**src/hw/rtl/efr_pkg.sv**
```systemverilog
// Package for the Euler frame rotation block: widths, CORDIC constants, types.
// No dependencies.
package efr_pkg;
   localparam int AngW = 16;
   localparam int VecW = 32;
   localparam int QW = 34;          // Q30 sin/cos/matrix carrier, signed
   localparam int ZW = 34;
   localparam int CordicStagesDef = 16;
   localparam logic signed [ZW-1:0] Q30Pi = 34'sd3373259426;
   localparam logic signed [ZW-1:0] Q30HalfPi = 34'sd1686629713;
   localparam logic signed [QW-1:0] Q30Gain = 34'sd652032874;

   typedef logic signed [QW-1:0] q30_type;

   function automatic logic signed [ZW-1:0] atan_q30(input int i);
      logic signed [ZW-1:0] r;
      case (i)
         0: r = 34'sd843314857;
         1: r = 34'sd497837829;
         2: r = 34'sd263043837;
         3: r = 34'sd133525159;
         4: r = 34'sd67021688;
         5: r = 34'sd33543516;
         6: r = 34'sd16775851;
         7: r = 34'sd8388437;
         8: r = 34'sd4194283;
         9: r = 34'sd2097149;
         default: r = (i < 31) ? (ZW'(1) <<< (30 - i)) : '0;
      endcase
      return r;
   endfunction

   // Q30 product with rounding
   function automatic q30_type mul30(input q30_type a, input q30_type b);
      logic signed [2*QW-1:0] p;
      p = a * b + (68'sd1 <<< 29);
      return QW'(p >>> 30);
   endfunction
endpackage

```
**src/hw/rtl/efr_cordic.sv**
```systemverilog
// Pipelined rotation-mode CORDIC: sine and cosine in Q30 of a Q2.13 angle.
// Depends on efr_pkg.
module efr_cordic #(
   parameter int Stages = efr_pkg::CordicStagesDef
) (
   input  logic                              clock,
   input  logic signed [efr_pkg::AngW-1:0]   angle,
   output efr_pkg::q30_type                  sin_q,
   output efr_pkg::q30_type                  cos_q
);
   import efr_pkg::*;
   localparam int N = (Stages > 32) ? 32 : Stages;

   q30_type x_ff [N+1];
   q30_type y_ff [N+1];
   logic signed [ZW-1:0] z_ff [N+1];
   logic neg_ff [N+1];
   logic signed [ZW-1:0] z_in;
   logic neg_in;

   always_comb begin
      z_in = ZW'(angle) <<< 17;
      neg_in = 1'b0;
      if (z_in > Q30HalfPi) begin
         z_in = z_in - Q30Pi;
         neg_in = 1'b1;
      end else if (z_in < -Q30HalfPi) begin
         z_in = z_in + Q30Pi;
         neg_in = 1'b1;
      end
   end

   always_ff @(posedge clock) begin
      x_ff[0] <= Q30Gain;
      y_ff[0] <= '0;
      z_ff[0] <= z_in;
      neg_ff[0] <= neg_in;
   end

   for (genvar i = 0; i < N; i++) begin : g_stage
      always_ff @(posedge clock) begin
         neg_ff[i+1] <= neg_ff[i];
         if (!z_ff[i][ZW-1]) begin
            x_ff[i+1] <= x_ff[i] - (y_ff[i] >>> i);
            y_ff[i+1] <= y_ff[i] + (x_ff[i] >>> i);
            z_ff[i+1] <= z_ff[i] - atan_q30(i);
         end else begin
            x_ff[i+1] <= x_ff[i] + (y_ff[i] >>> i);
            y_ff[i+1] <= y_ff[i] - (x_ff[i] >>> i);
            z_ff[i+1] <= z_ff[i] + atan_q30(i);
         end
      end
   end

   assign cos_q = neg_ff[N] ? -x_ff[N] : x_ff[N];
   assign sin_q = neg_ff[N] ? -y_ff[N] : y_ff[N];
endmodule

```
**config.mk**
```make
export PLATFORM = sky130hd
export DESIGN_NAME = efr_cordic
export DESIGN_NICKNAME = d
export VERILOG_FILES = /design/src/hw/rtl/efr_pkg.sv /design/src/hw/rtl/efr_cordic.sv
export SDC_FILE = /design/constraint.sdc
export NUM_CORES = 2
export LEC_CHECK = 0
export BUFFER_PORTS_ARGS = -buffer_cell sky130_fd_sc_hd__buf_4
export CORE_UTILIZATION = 50
export CTS_CLUSTER_DIAMETER = 200
export DETAILED_ROUTE_END_ITERATION = 12
export GPL_ROUTABILITY_DRIVEN = 0
export GPL_TIMING_DRIVEN = 0
export PLACE_DENSITY = 0.75
export SLEW_MARGIN = 20
export SYNTH_ARGS = -nofsm -noshare
export SYNTH_HDL_FRONTEND = slang
export SYNTH_SLANG_ARGS = --single-unit
```
**constraint.sdc**
```tcl
create_clock -name clock -period 9.2 [get_ports clock]
set_input_delay 0.92 -clock clock [delete_from_list [all_inputs] [get_ports clock]]
set_output_delay 0.92 -clock clock [all_outputs]
set_load 0.02 [all_outputs]
```
==> flow_metrics.tcl <==
set metrics [dict create \
    die_x_um 459.9 \
    vias_per_cell 5.742 \
    drt-total-wl_mm 260.6 \
    max_clock_freq_mhz 151.4 \
    avgSynthCellArea_sq_um 8.450 \
    synth_top_area_share_pct 27.10 \
    worstPathMaxFanout 20 \
    path_buf_inv 3 \
    wire_per_inst_um 16.74 \
    postCtsSetupBuffers 0 \
    ant_nets 0 \
    setup_viol 0 \
    min_path_type "in -> reg" \
    clkLatencyLatePin_ps 830 \
    async_flop_share_pct 0 \
    cts_hold_buf 0 \
    grt_pass1_wl_mm 421.0 \
    fin_crit_ps 6606 \
    dr_total_vias 89390 \
    portBuffers 82 \
    yosysTopAreaCell "dfxtp_1" \
    synth_area_leaders "dfxtp_1 (27%), ha_1 (16%), xnor2_1 (10%)" \
    drt_iter0_markers 6345 \
    cts_tree "done" \
    cts_buffer_depth 3 \
    slew_violations 0 \
    fin_setup_tns_ps 0 \
    finClkSkew_ps 48.88 \
    cts_resized 0 \
    final_nets 14050 \
    ios 85 \
    die_height_um 459.9 \
    area_growth_pct 9.460 \
    critPathCaptureType "register" \
    initial_core_util_pct 50.47 \
    grt_max_degree 25 \
    core_area_sq_um 207700 \
    clock-sinks 1419 \
    detail_route.first_pass.iterations 8 \
    crit_path_start_kind "register" \
    worst_pin_slew_ps 1104 \
    crit_path_cell_trace "clkbuf_1 > clkbuf_1 > inv_1 > o21ai_0 > xor2_1 > ha_1 > a21oi_1 > a31oi_1 > o311ai_0 > a211oi_1 > a211oi_1 > o31ai_1 > a31oi_1 > o21ai_0 > a21oi_1 > xnor2_1" \
    cts_root_buffer "clkbuf_16" \
    diodes 0 \
    critPathArrivalTime_ps 7280 \
    synthFlopType "dfxtp_1" \
    max_stage_delay_ps 900 \
    fp.dieArea_sq_um 211500 \
    syn_inst 12400 \
    yosysSeqAreaShare_pct 27.10 \
    synth_area_sq_um 104800 \
    hpwlAfterDp_mm 209.4 \
    rows 167 \
    synth-seq-cells 1419 \
    h-tree-depth 4 \
    grt-ovfl-total 0 \
    drc_errors 0 \
    cp.required_ps 9870 \
    synth.distinct_cells 99 \
    status "complete, no violations" \
    antenna_found_initial 2 \
    slew-limit-headroom_pct 25.87 \
    maxCapViolations 0 \
    syn_nets 13810 \
    cpMaxStageDelayCell "o311ai_0" \
    grt_setup_unrepaired "no" \
    cts_buffers 160 \
    drive_gt1_share_pct 4.202 \
    path_class "reg -> reg" \
    path_clk_slew_ps 60 \
    yosysWarningCount 0 \
    fin_crit_sh_pct 71.81 \
    finalHoldViolCount 0 \
    grt_usage_pct 23.89 \
    grt_pass1_vias 83680 \
    synth_edf_count 0 \
    critPathTopFamily "compound AO/OA/AOI/OAI gates" \
]
[Yosys cell counts, drive strengths merged, types with 109 or more instances]
master	count
dfxtp	1419
o21a	228
a31oi	142
a21o	523
xor2	607
a21oi	1392
nor2b	159
xnor2	1253
a211oi	109
nor3	334
clkbuf	134
inv	541
nor2	1130
nand2b	165
o21ai	643
o21bai	166
ha	1343
nand2	605
nand3	205
[cells in the final DEF, fill, tap and decap left out, drive strengths merged, types with 142 or more instances in the layout]
| cell | netlist | layout |
|---|---|---|
| inv | 541 | 554 |
| ha | 1343 | 1343 |
| o21ai | 643 | 643 |
| o21a | 228 | 228 |
| xnor2 | 1253 | 1253 |
| nor2b | 159 | 159 |
| clkbuf | 134 | 347 |
| nand2 | 605 | 605 |
| o21bai | 166 | 166 |
| nand2b | 165 | 165 |
| a21oi | 1392 | 1392 |
| nor2 | 1130 | 1130 |
| xor2 | 607 | 607 |
| dfxtp | 1419 | 1419 |
| nor3 | 334 | 334 |
| nand3 | 205 | 205 |
| a31oi | 142 | 142 |
| a21o | 523 | 523 |
[logic make-up after synthesis]
group	synth area share [%]
AO/OA/AOI/OAI	22.29
XOR/XNOR	15.56
adder cells (fa/ha/maj)	16.83
buffers and inverters	2.557
flip-flops	27.10
multiplexers	1.005
AND/OR/NAND/NOR	14.65
[per-stage QoR]
step                hold slack [ps]  std cells  setup slack [ps]  cell area (sq um)  utilization, %
global route                  287.9      15570              2101             114700           55.24
CTS                           254.3      15570              2589             114700           55.23
finish                        308.7      15570              2594             114700           55.24
detailed placement            312.1      15270              2695             108900           52.44
global placement              311.1      15270              2712             108900           52.44
floorplan                     309.6      12400              4703             104800               -
[area by class of cell]
cell class,count,area [sq um]
clock inverters,82,1215
clock buffers,213,4574
inverters,544,2042
multi-input cells,10270,73750
fillers,18930,92970
repair buffers,82,615.6
well taps,2788,3488
flip-flops and latches,1419,28410
plain buffers,168,638.1
[worst min-delay path, delay by kind of cell]
kind,cells,cell delay (ps)
AOI/OAI and AO/OA,1,60
buffers and inverters,1,90
and+or+nand+nor,1,40
[flip-flops by register name (all words and copies together) (netlist names)]
signal,flops
y_ff,511
x_ff,484
z_ff,408
neg_ff,16
[final timing paths]
| path | start | endpoint | slack [ps] | cells past startpoint |
|---|---|---|---|---|
| max reg2reg | z_ff[6][33] | y_ff[7][33] | 2590 | 16 |
| max | z_ff[6][33] | y_ff[7][33] | 2590 | 16 |
| min | angle[1] | z_ff[0][18] | 310 | 3 |
| min reg2reg | neg_ff[0][11] | neg_ff[0][12] | 320 | 0 |
[per-layer routing]
layer,global-route usage [%],up-vias,part of all wire (%)
li1,-,45030,-
met1,30.20,41370,44
met2,41.09,2424,47
met3,3.162,564,5.4
met4,8.958,2,3.5
met5,0,-,0.0050
Power is not shown: default switching activity piles up to over one toggle a cycle in this logic, so the estimate is an artifact.
